[src/rtl/slp_pkg.sv]
// Package for the scrolling overlay lane placer: field widths, register
// indexes, reset values, the table entry type and controller/datapath bundles.
// No dependencies.
`timescale 1ns / 1ps

package slp_pkg;

    localparam int X_W        = 14;
    localparam int Y_W        = 13;
    localparam int DIM_W      = 12;
    localparam int SPEED_W    = 8;
    localparam int CFG_IDX_W  = 2;
    localparam int CFG_DATA_W = 12;

    localparam logic OP_ADD  = 1'b0;
    localparam logic OP_TICK = 1'b1;

    localparam logic [CFG_IDX_W-1:0] CFG_BOX_WIDTH    = 2'd0;
    localparam logic [CFG_IDX_W-1:0] CFG_BOX_HEIGHT   = 2'd1;
    localparam logic [CFG_IDX_W-1:0] CFG_SCROLL_SPEED = 2'd2;

    localparam logic [DIM_W-1:0]   BOX_WIDTH_RST    = 12'd1280;
    localparam logic [DIM_W-1:0]   BOX_HEIGHT_RST   = 12'd720;
    localparam logic [SPEED_W-1:0] SCROLL_SPEED_RST = 8'd4;

    typedef struct packed {
        logic signed [X_W-1:0] x;
        logic [Y_W-1:0]        y;
        logic [DIM_W-1:0]      w;
        logic [DIM_W-1:0]      h;
    } t_entry;

    typedef struct packed {
        logic start;
        logic scan;
        logic commit;
        logic load_out;
    } t_dp_cmd;

    typedef struct packed {
        logic scan_done;
    } t_dp_status;

endpackage

[src/rtl/scrolling_overlay_lane_placer.sv]
// A tick walks every live entry once; an add walks the table and restarts the walk from entry 0
// after each collision. A collision that pushes the rectangle past the box bottom ends the
// search at once, and an add to a full table skips the walk. One entry is examined per cycle,
// except just after a restart; one item is in work at a time.
// Reset (synchronous, active low) empties the table and restores the configuration defaults.
`timescale 1ns / 1ps

// Top level of the scrolling overlay lane placer.
//
// The block keeps an ordered table of scrolling rectangles in a RAM. An add
// transaction places a new rectangle at the right edge of the box, searching
// downward: the table is walked in insertion order and, whenever the
// candidate overlaps an entry, the candidate drops to just below that entry
// and the walk restarts from the oldest entry. The search gives up once the
// candidate would pass the bottom of the box, and the rectangle is appended
// either way, unless the table is already full, in which case the add is
// dropped and reported as not stored.
//
// A tick transaction moves every entry left by the scroll speed and compacts
// the table in place, discarding entries whose right edge has reached zero.
// Compaction writes never overtake the read pointer, so one RAM with one
// read and one write port suffices.
//
// The controller sequences each transaction; the datapath holds the table,
// the configuration and the arithmetic. The result sits in an output
// register, so a new input transaction is accepted while the previous result
// still waits to be taken. The configuration channel is always ready and
// should only be written while the block is idle.
module scrolling_overlay_lane_placer #(
    parameter int MAX_ITEMS = 64
) (
    input  logic                                 i_clk,
    input  logic                                 i_rst_n,

    // Input transactions
    input  logic                                 i_in_valid,
    output logic                                 o_in_ready,
    input  logic                                 i_operation,
    input  logic [slp_pkg::DIM_W-1:0]            i_item_width,
    input  logic [slp_pkg::DIM_W-1:0]            i_item_height,

    // Result transactions
    output logic                                 o_out_valid,
    input  logic                                 i_out_ready,
    output logic [slp_pkg::Y_W-1:0]              o_placed_y,
    output logic                                 o_stored,
    output logic                                 o_below_box,
    output logic [$clog2(MAX_ITEMS+1)-1:0]       o_live_count,

    // Configuration writes
    input  logic                                 i_cfg_valid,
    output logic                                 o_cfg_ready,
    input  logic [slp_pkg::CFG_IDX_W-1:0]        i_cfg_index,
    input  logic [slp_pkg::CFG_DATA_W-1:0]       i_cfg_data
);
    import slp_pkg::*;

    t_dp_cmd    cmd;
    t_dp_status status;

    // Configuration writes complete in the cycle they are offered.
    assign o_cfg_ready = 1'b1;

    slp_ctrl u_ctrl (
        .i_clk       (i_clk),
        .i_rst_n     (i_rst_n),
        .i_in_valid  (i_in_valid),
        .o_in_ready  (o_in_ready),
        .o_out_valid (o_out_valid),
        .i_out_ready (i_out_ready),
        .o_cmd       (cmd),
        .i_status    (status)
    );

    slp_datapath #(
        .MAX_ITEMS (MAX_ITEMS)
    ) u_datapath (
        .i_clk         (i_clk),
        .i_rst_n       (i_rst_n),
        .i_cmd         (cmd),
        .o_status      (status),
        .i_cfg_valid   (i_cfg_valid),
        .i_cfg_index   (i_cfg_index),
        .i_cfg_data    (i_cfg_data),
        .i_operation   (i_operation),
        .i_item_width  (i_item_width),
        .i_item_height (i_item_height),
        .o_placed_y    (o_placed_y),
        .o_stored      (o_stored),
        .o_below_box   (o_below_box),
        .o_live_count  (o_live_count)
    );

endmodule

[src/rtl/slp_ram.sv]
// Generic single-write, single-read RAM with a registered read port.
// No dependencies.
`timescale 1ns / 1ps

module slp_ram #(
    parameter int WIDTH = 8,
    parameter int DEPTH = 64
) (
    input  logic                     i_clk,
    input  logic                     i_we,
    input  logic [$clog2(DEPTH)-1:0] i_waddr,
    input  logic [WIDTH-1:0]         i_wdata,
    input  logic                     i_re,
    input  logic [$clog2(DEPTH)-1:0] i_raddr,
    output logic [WIDTH-1:0]         o_rdata
);

    logic [WIDTH-1:0] r_mem [DEPTH];
    logic [WIDTH-1:0] r_rdata;

    always_ff @(posedge i_clk) begin
        if (i_we) begin
            r_mem[i_waddr] <= i_wdata;
        end
        if (i_re) begin
            r_rdata <= r_mem[i_raddr];
        end
    end

    assign o_rdata = r_rdata;

endmodule

[src/rtl/slp_ctrl.sv]
// Controller for the lane placer: sequences start, table scan, commit and
// result hand-off. Depends on slp_pkg.
`timescale 1ns / 1ps

module slp_ctrl (
    input  logic               i_clk,
    input  logic               i_rst_n,
    input  logic               i_in_valid,
    output logic               o_in_ready,
    output logic               o_out_valid,
    input  logic               i_out_ready,
    output slp_pkg::t_dp_cmd   o_cmd,
    input  slp_pkg::t_dp_status i_status
);
    import slp_pkg::*;

    typedef enum logic [1:0] {
        ST_IDLE,
        ST_SCAN,
        ST_COMMIT,
        ST_RESULT
    } t_state;

    t_state r_state;
    logic   r_in_ready;
    logic   r_out_valid;

    always_comb begin
        o_cmd          = '0;
        o_cmd.start    = (r_state == ST_IDLE) && i_in_valid && r_in_ready;
        o_cmd.scan     = (r_state == ST_SCAN);
        o_cmd.commit   = (r_state == ST_COMMIT);
        o_cmd.load_out = (r_state == ST_RESULT) && (!r_out_valid || i_out_ready);
    end

    always_ff @(posedge i_clk) begin
        if (!i_rst_n) begin
            r_state     <= ST_IDLE;
            r_in_ready  <= 1'b1;
            r_out_valid <= 1'b0;
        end else begin
            if (r_out_valid && i_out_ready && !o_cmd.load_out) begin
                r_out_valid <= 1'b0;
            end
            case (r_state)
                ST_IDLE: begin
                    if (o_cmd.start) begin
                        r_state    <= ST_SCAN;
                        r_in_ready <= 1'b0;
                    end
                end
                ST_SCAN: begin
                    if (i_status.scan_done) begin
                        r_state <= ST_COMMIT;
                    end
                end
                ST_COMMIT: begin
                    r_state <= ST_RESULT;
                end
                ST_RESULT: begin
                    if (o_cmd.load_out) begin
                        r_state     <= ST_IDLE;
                        r_in_ready  <= 1'b1;
                        r_out_valid <= 1'b1;
                    end
                end
                default: begin
                    r_state    <= ST_IDLE;
                    r_in_ready <= 1'b1;
                end
            endcase
        end
    end

    assign o_in_ready  = r_in_ready;
    assign o_out_valid = r_out_valid;

    // Once an item is taken, the input closes and its scan begins.
    a_start_blocks: assert property (@(posedge i_clk) disable iff (!i_rst_n)
        o_cmd.start |=> (!r_in_ready && r_state == ST_SCAN))
        else $error("controller accepted an item without entering the scan");

    // A loaded result is presented and the input side reopens together.
    a_load_reopens: assert property (@(posedge i_clk) disable iff (!i_rst_n)
        o_cmd.load_out |=> (r_out_valid && r_in_ready))
        else $error("result load did not present the result and reopen input");

endmodule

[src/rtl/slp_datapath.sv]
// Datapath for the lane placer: configuration registers, entry table RAM,
// overlap and scroll arithmetic, scan counters and result registers.
// Depends on slp_pkg and slp_ram.
`timescale 1ns / 1ps

module slp_datapath #(
    parameter int MAX_ITEMS = 64
) (
    input  logic                                 i_clk,
    input  logic                                 i_rst_n,
    input  slp_pkg::t_dp_cmd                     i_cmd,
    output slp_pkg::t_dp_status                  o_status,
    input  logic                                 i_cfg_valid,
    input  logic [slp_pkg::CFG_IDX_W-1:0]        i_cfg_index,
    input  logic [slp_pkg::CFG_DATA_W-1:0]       i_cfg_data,
    input  logic                                 i_operation,
    input  logic [slp_pkg::DIM_W-1:0]            i_item_width,
    input  logic [slp_pkg::DIM_W-1:0]            i_item_height,
    output logic [slp_pkg::Y_W-1:0]              o_placed_y,
    output logic                                 o_stored,
    output logic                                 o_below_box,
    output logic [$clog2(MAX_ITEMS+1)-1:0]       o_live_count
);
    import slp_pkg::*;

    localparam int IDX_W = $clog2(MAX_ITEMS);
    localparam int CNT_W = $clog2(MAX_ITEMS + 1);
    localparam logic [CNT_W-1:0] CNT_MAX = CNT_W'(MAX_ITEMS);

    // Configuration and control state
    logic [DIM_W-1:0]   r_box_width;
    logic [DIM_W-1:0]   r_box_height;
    logic [SPEED_W-1:0] r_speed;
    logic [CNT_W-1:0]   r_count;
    logic [CNT_W-1:0]   r_ridx;
    logic [CNT_W-1:0]   r_eidx;
    logic [CNT_W-1:0]   r_kept;
    logic               r_dv;

    // Item payload
    logic               r_op;
    logic               r_stored;
    logic [DIM_W-1:0]   r_w;
    logic [DIM_W-1:0]   r_h;
    logic [Y_W:0]       r_y;

    // Result registers
    logic [Y_W-1:0]     r_placed_y;
    logic               r_out_stored;
    logic               r_below_box;
    logic [CNT_W-1:0]   r_live_count;

    t_entry             rd_entry;
    t_entry             wr_entry;
    logic               we;
    logic               re;
    logic [IDX_W-1:0]   waddr;
    logic [IDX_W-1:0]   raddr;

    logic signed [X_W:0]   e_left;
    logic signed [X_W:0]   e_right;
    logic signed [X_W:0]   n_left;
    logic signed [X_W:0]   n_right;
    logic [Y_W:0]          ey_bot;
    logic [Y_W+1:0]        ny_bot;
    logic [Y_W+1:0]        cand_bot;
    logic [Y_W+1:0]        box_h_ext;
    logic                  hit;
    logic                  too_far;
    logic signed [X_W-1:0] nx;
    logic signed [X_W:0]   nx_right;
    logic                  keep;
    logic                  restart;

    // Overlap of the candidate rectangle with the entry just read.
    assign e_left   = {rd_entry.x[X_W-1], rd_entry.x};
    assign e_right  = e_left + $signed({{(X_W+1-DIM_W){1'b0}}, rd_entry.w});
    assign n_left   = $signed({{(X_W+1-DIM_W){1'b0}}, r_box_width});
    assign n_right  = n_left + $signed({{(X_W+1-DIM_W){1'b0}}, r_w});
    assign ey_bot   = {1'b0, rd_entry.y} + {{(Y_W+1-DIM_W){1'b0}}, rd_entry.h};
    assign ny_bot   = {1'b0, r_y} + {{(Y_W+2-DIM_W){1'b0}}, r_h};
    assign cand_bot = {1'b0, ey_bot} + {{(Y_W+2-DIM_W){1'b0}}, r_h};
    assign box_h_ext = {{(Y_W+2-DIM_W){1'b0}}, r_box_height};
    assign hit      = (e_right > n_left) && (e_left < n_right) &&
                      (ey_bot > r_y) && ({2'b00, rd_entry.y} < ny_bot);
    assign too_far  = cand_bot > box_h_ext;

    // Scroll step for the entry just read.
    assign nx       = rd_entry.x - $signed({{(X_W-SPEED_W){1'b0}}, r_speed});
    assign nx_right = {nx[X_W-1], nx} + $signed({{(X_W+1-DIM_W){1'b0}}, rd_entry.w});
    assign keep     = !nx_right[X_W] && (nx_right != '0);

    assign restart  = i_cmd.scan && (r_op == OP_ADD) && r_dv && hit;

    assign re    = i_cmd.scan && (r_ridx < r_count);
    assign raddr = r_ridx[IDX_W-1:0];

    always_comb begin
        we = (i_cmd.scan && (r_op == OP_TICK) && r_dv && keep) ||
             (i_cmd.commit && (r_op == OP_ADD) && r_stored);
        if (i_cmd.commit) begin
            waddr      = r_count[IDX_W-1:0];
            wr_entry.x = $signed({{(X_W-DIM_W){1'b0}}, r_box_width});
            wr_entry.y = r_y[Y_W-1:0];
            wr_entry.w = r_w;
            wr_entry.h = r_h;
        end else begin
            waddr      = r_kept[IDX_W-1:0];
            wr_entry.x = nx;
            wr_entry.y = rd_entry.y;
            wr_entry.w = rd_entry.w;
            wr_entry.h = rd_entry.h;
        end
    end

    always_comb begin
        o_status = '0;
        o_status.scan_done = ((r_op == OP_ADD) && !r_stored) ||
                             ((r_op == OP_ADD) && r_dv && hit && too_far) ||
                             (!r_dv && (r_ridx == r_count));
    end

    slp_ram #(
        .WIDTH ($bits(t_entry)),
        .DEPTH (MAX_ITEMS)
    ) u_table (
        .i_clk   (i_clk),
        .i_we    (we),
        .i_waddr (waddr),
        .i_wdata (wr_entry),
        .i_re    (re),
        .i_raddr (raddr),
        .o_rdata (rd_entry)
    );

    always_ff @(posedge i_clk) begin
        if (!i_rst_n) begin
            r_box_width  <= BOX_WIDTH_RST;
            r_box_height <= BOX_HEIGHT_RST;
            r_speed      <= SCROLL_SPEED_RST;
            r_count      <= '0;
            r_ridx       <= '0;
            r_eidx       <= '0;
            r_kept       <= '0;
            r_dv         <= 1'b0;
        end else begin
            if (i_cfg_valid) begin
                case (i_cfg_index)
                    CFG_BOX_WIDTH:    r_box_width  <= i_cfg_data;
                    CFG_BOX_HEIGHT:   r_box_height <= i_cfg_data;
                    CFG_SCROLL_SPEED: r_speed      <= i_cfg_data[SPEED_W-1:0];
                    default:          ;
                endcase
            end
            if (i_cmd.start) begin
                r_ridx <= '0;
                r_kept <= '0;
                r_dv   <= 1'b0;
            end else if (i_cmd.scan) begin
                if (restart) begin
                    r_ridx <= '0;
                    r_dv   <= 1'b0;
                end else begin
                    r_dv   <= re;
                    r_eidx <= r_ridx;
                    if (re) begin
                        r_ridx <= r_ridx + 1'b1;
                    end
                end
                if ((r_op == OP_TICK) && r_dv && keep) begin
                    r_kept <= r_kept + 1'b1;
                end
            end else if (i_cmd.commit) begin
                if (r_op == OP_TICK) begin
                    r_count <= r_kept;
                end else if (r_stored) begin
                    r_count <= r_count + 1'b1;
                end
            end
        end
    end

    always_ff @(posedge i_clk) begin
        if (i_cmd.start) begin
            r_op     <= i_operation;
            r_w      <= i_item_width;
            r_h      <= i_item_height;
            r_y      <= '0;
            r_stored <= (i_operation == OP_ADD) && (r_count != CNT_MAX);
        end else if (restart) begin
            r_y <= ey_bot;
        end
        if (i_cmd.load_out) begin
            r_placed_y   <= r_stored ? r_y[Y_W-1:0] : '0;
            r_out_stored <= r_stored;
            r_below_box  <= r_stored && (ny_bot > box_h_ext);
            r_live_count <= r_count;
        end
    end

    assign o_placed_y   = r_placed_y;
    assign o_stored     = r_out_stored;
    assign o_below_box  = r_below_box;
    assign o_live_count = r_live_count;

    a_count_bound: assert property (@(posedge i_clk) disable iff (!i_rst_n)
        r_count <= CNT_MAX)
        else $error("table count exceeds capacity");

    // Compaction must never overtake the entry being examined.
    a_kept_behind: assert property (@(posedge i_clk) disable iff (!i_rst_n)
        (i_cmd.scan && r_dv && (r_op == OP_TICK)) |-> (r_kept <= r_eidx))
        else $error("compaction write index passed the read index");

    a_ridx_bound: assert property (@(posedge i_clk) disable iff (!i_rst_n)
        i_cmd.scan |-> (r_ridx <= r_count))
        else $error("scan read index ran past the live entries");

endmodule
[config.mk]
export PLATFORM = sky130hd
export DESIGN_NAME = scrolling_overlay_lane_placer
export DESIGN_NICKNAME = d
export VERILOG_FILES = /design/src/rtl/slp_pkg.sv /design/src/rtl/scrolling_overlay_lane_placer.sv /design/src/rtl/slp_ram.sv /design/src/rtl/slp_ctrl.sv /design/src/rtl/slp_datapath.sv
export SDC_FILE = /design/constraint.sdc
export NUM_CORES = 2
export LEC_CHECK = 0
export BUFFER_PORTS_ARGS = -buffer_cell sky130_fd_sc_hd__buf_2
export CAP_MARGIN = 25
export CORE_MARGIN = 2
export CORE_UTILIZATION = 60
export DETAILED_ROUTE_END_ITERATION = 10
export PLACE_DENSITY = 0.76
export SKIP_CTS_REPAIR_TIMING = 1
export SLEW_MARGIN = 40
export SYNTH_ARGS = -nofsm -noshare
export SYNTH_HDL_FRONTEND = slang
export SYNTH_HIERARCHICAL = 1
export SYNTH_SLANG_ARGS = --single-unit
[constraint.sdc]
create_clock -name i_clk -period 10.1 [get_ports i_clk]
set_input_delay 1.515 -clock i_clk [delete_from_list [all_inputs] [get_ports i_clk]]
set_output_delay 1.515 -clock i_clk [all_outputs]
set_load 0.005 [all_outputs]
==> results_dict.tcl <==
set metrics [dict create \
    first_pass_iters 6 \
    cts_made_buffers 350 \
    fmaxAchievable_ghz 0.136 \
    die_h_um 481 \
    io_pins 69 \
    synth_top_family_by_area "multiplexers" \
    cts_tree "yes" \
    synthMuxAreaShare 0.159 \
    power_switching_mw 7.47 \
    tightest_slew_ps 992 \
    synth_edf_count 3363 \
    drc 0 \
    dp_cells 9397 \
    cpLargestDelayFamily "simple AND/OR/NAND/NOR gates" \
    fin_cells 10000 \
    finalHoldViolCount 0 \
    setup_violations 0 \
    rsz0062_at_grt "no" \
    min_period_over_period 0.730 \
    rows 175 \
    worst_ep_required_time_ps 10680 \
    clkTransAtPathRegs_ps 60 \
    totalWireLength_um 377000 \
    cpMaxStageDelayCell "nor2_4" \
    startpoint_type "flop" \
    r2r-start "u_datapath/u_table/o_rdata[37]$_DFFE_PP_" \
    path_cells "inv_1, ha_1, inv_1, fa_1, a21oi_1, o211ai_1, or2_2, a21oi_1, nor2_1, nor2_1, xor2_1, ha_1, and3_1, a31oi_1, o311ai_0, a2111oi_4, buf_4, o22ai_2, nor2b_1, nand2_1, nor2_4, buf_4" \
    syn-num-nets 6708 \
    hp-start "u_datapath/r_box_height[3]$_SDFFE_PN0P_" \
    areaGrowthSynthToFinish_pct 12.1 \
    avgSynthCellArea_um2 21.1 \
    end_kind "flop" \
    grt_overflow 0 \
    floorplan.initialDensity 0.602 \
    synth_seq_cells 3435 \
    relSlewSlack 0.339 \
    routabilityCongestion 0.907 \
    grtUsageTotal 0.328 \
    yosysWarnings 6 \
    seq_area_frac_synth 0.750 \
    synth-compound-area-share 0.0330 \
    clk-insertion-delay-late_ps 990 \
    dp_hpwl_um 216000 \
    pwr-share-seq 0.523 \
    power.share.clock 0.394 \
    path_max_fanout 31 \
    ys_types 94 \
    whs_path_depth 2 \
    arrival_ps 7960 \
    power_frac_comb 0.083 \
    status "completed" \
    netSwitchingFraction 0.235 \
    cpPeakStageDelay_ps 810 \
    n_fill_cell 13500 \
    syn_area_um2 137000 \
    grt_antenna_before_repair 24 \
    r2r_cells 22 \
    grt_pass1_wl_um 529000 \
    drtIter0Drc 11800 \
    antenna_left 0 \
    hold_path.class "reg2reg" \
    cts_buffer_depth 4 \
    synth-simple-area-share 0.0226 \
    skew_ps 89.3 \
    r2r_setup_slack_ps 2730 \
    crit_buf_inv 4 \
    drv_slew 0 \
    worstSetupPathType "reg2reg" \
    vias_per_cell 7.11 \
    cts_max_level 5 \
    holdPathEnd "u_datapath/r_box_height[3]$_SDFFE_PN0P_" \
    intPower_mw 24.3 \
    clock_sinks 3435 \
    p_leak_nw 47.2 \
    pwr_density_cell_nw_per_um2 208 \
    design.core.area_um2 227000 \
    fin_area_um2 153000 \
    post_drt_wl_per_cell_um 37.7 \
    die_w_um 481 \
    maxCapViolCount 0 \
    clock-root-buffer "clkbuf_16" \
    place_area_um2 142000 \
    grt_max_degree 116 \
    post-route-min-period_ps 7370 \
    synth_xor_area_frac 0.00423 \
    ir_drop_v 0.000185 \
    via_count 71200 \
    synth-adder-area-share 0.0169 \
    synth_ff_type "edfxtp_1" \
    drive_above_1_share 0.265 \
    synth_cells 6484 \
    numPortBuffers 67 \
    async_flop_share 0 \
    fin_setup_tns_ps 0 \
    die_area_um2 231000 \
    nets 6973 \
    r2r_end "u_datapath/u_table/r_mem[60][14]$_DFFE_PP_" \
    first_global_vias 69600 \
]
## layout make-up
cell class / count / area [µm²] / area share
timing repair buffer: 238 / 2290 / 0.0149
inverter: 115 / 434 / 0.00284
clock inverter: 190 / 1790 / 0.0117
multi-input combinational: 2609 / 33300 / 0.218
clock buffer: 412 / 9010 / 0.0589
antenna: 3 / 7.51 / 0.0000490
tap: 3009 / 3760 / 0.0246
sequential: 3435 / 102000 / 0.669
## Yosys cell counts (41+ instances only)
cell | instances | area [µm²]
nand2_1 | 147 | 552
xnor2_1 | 46 | 403
buf_1 | 43 | 161
o21ai_0 | 94 | 470
edfxtp_1 | 3363 | 101000
dfxtp_1 | 72 | 1440
clkbuf_1 | 140 | 526
o221ai_1 | 54 | 473
o22ai_1 | 163 | 1020
a21oi_1 | 159 | 796
nor3_1 | 41 | 205
inv_1 | 113 | 424
mux2i_1 | 61 | 611
buf_2 | 113 | 566
ha_1 | 173 | 2160
mux2_2 | 99 | 1110
mux4_2 | 886 | 20000
nor2_1 | 224 | 841
## sequential cells by signal, summed over array words and instances (netlist names), 2 cells and up
register                    count
u_datapath/u_table/r_mem     3264
u_datapath/u_table/o_rdata     51
u_datapath/r_y                 14
u_datapath/o_placed_y          13
u_datapath/r_box_height        12
u_datapath/r_box_width         12
u_datapath/r_h                 12
u_datapath/r_w                 12
u_datapath/r_speed              8
u_datapath/o_live_count         7
u_datapath/r_count              7
u_datapath/r_kept               7
u_datapath/r_ridx               7
u_ctrl/r_state                  2
## worst max-delay path by stage
stage	start	to	slack [ps]	depth (start not counted)
2_1_floorplan	u_datapath/u_table/o_rdata[37]$_DFFE_PP_	u_datapath/u_table/r_mem[48][0]$_DFFE_PP_	1950	23
3_3_place_gp	u_datapath/u_table/o_rdata[37]$_DFFE_PP_	u_datapath/u_table/r_mem[59][16]$_DFFE_PP_	2700	21
3_5_place_dp	u_datapath/u_table/o_rdata[37]$_DFFE_PP_	u_datapath/u_table/r_mem[58][42]$_DFFE_PP_	2580	23
4_1_cts	u_datapath/u_table/o_rdata[37]$_DFFE_PP_	u_datapath/u_table/r_mem[58][48]$_DFFE_PP_	2500	23
5_1_grt	u_datapath/u_table/o_rdata[37]$_DFFE_PP_	u_datapath/u_table/r_mem[60][3]$_DFFE_PP_	2470	23
6_report	u_datapath/u_table/o_rdata[37]$_DFFE_PP_	u_datapath/u_table/r_mem[60][14]$_DFFE_PP_	2730	22
## layout by cell type, fill, tap and decap left out, types with 19 or more instances in the layout
master / instances
edfxtp_1: 3363
mux4_2: 886
clkbuf_16: 352
ha_1: 171
o22ai_1: 161
nor2_1: 158
a21oi_1: 153
nand2_1: 144
inv_1: 113
buf_4: 102
o21ai_0: 86
clkinv_1: 70
buf_2: 67
dfxtp_1: 67
nor2_4: 65
mux2_2: 62
clkbuf_1: 61
mux2i_1: 61
clkinv_2: 55
o221ai_1: 54
xnor2_1: 46
nor3_1: 35
bufinv_16: 32
mux2_8: 30
nor2b_1: 29
nand3_1: 28
nand4_1: 28
buf_12: 27
buf_6: 27
and2_1: 25
a31oi_1: 24
o31ai_1: 22
a21o_1: 20
xor2_1: 20
o21a_1: 19
a21boi_0: 19
## metrics by stage
stage                     total power, mW  hold WS (ps)  setup WS (ps)  utilization
final                                31.8           477           2730        0.675
after global routing                 32.5           510           2470        0.675
after CTS                            31.8           476           2500        0.673
after detailed placement             19.5           464           2580        0.626
after global placement               19.3           461           2700        0.622
after floorplan                      18.1           406           1950            -
## layer usage
layer  vias up  track usage  wire length (µm)
li1      27700            -                 -
met1     37100        0.461            133000
met2      5573        0.493            174000
met3       817       0.0931             51500
met4        22        0.129             18300
met5         -            0               292
## power groups by stage
stage | Combinational (mW) | Sequential, mW | Clock (mW)
after global placement | 2.33 | 16.9 | 0
after CTS | 2.54 | 16.6 | 12.6
after floorplan | 1.18 | 16.9 | 0
final | 2.63 | 16.6 | 12.5
after detailed placement | 2.52 | 16.9 | 0
after global routing | 2.73 | 16.6 | 13.1
## tightest hold or removal path: cells and delay by family, from the launching register on
kind             cells  cell delay, ps
AO/OA/AOI/OAI        1              70
flip-flops           1             310
AND/OR/NAND/NOR      1              50
## cells by family after synthesis
group,after synthesis
flip-flops,3435
multiplexers,1046
AO/OA/AOI/OAI,683
AND/OR/NAND/NOR,633
buffers and inverters,440
adder cells (fa/ha/maj),180
XOR/XNOR,66
other,1
(Power assumes the default switching activity.)
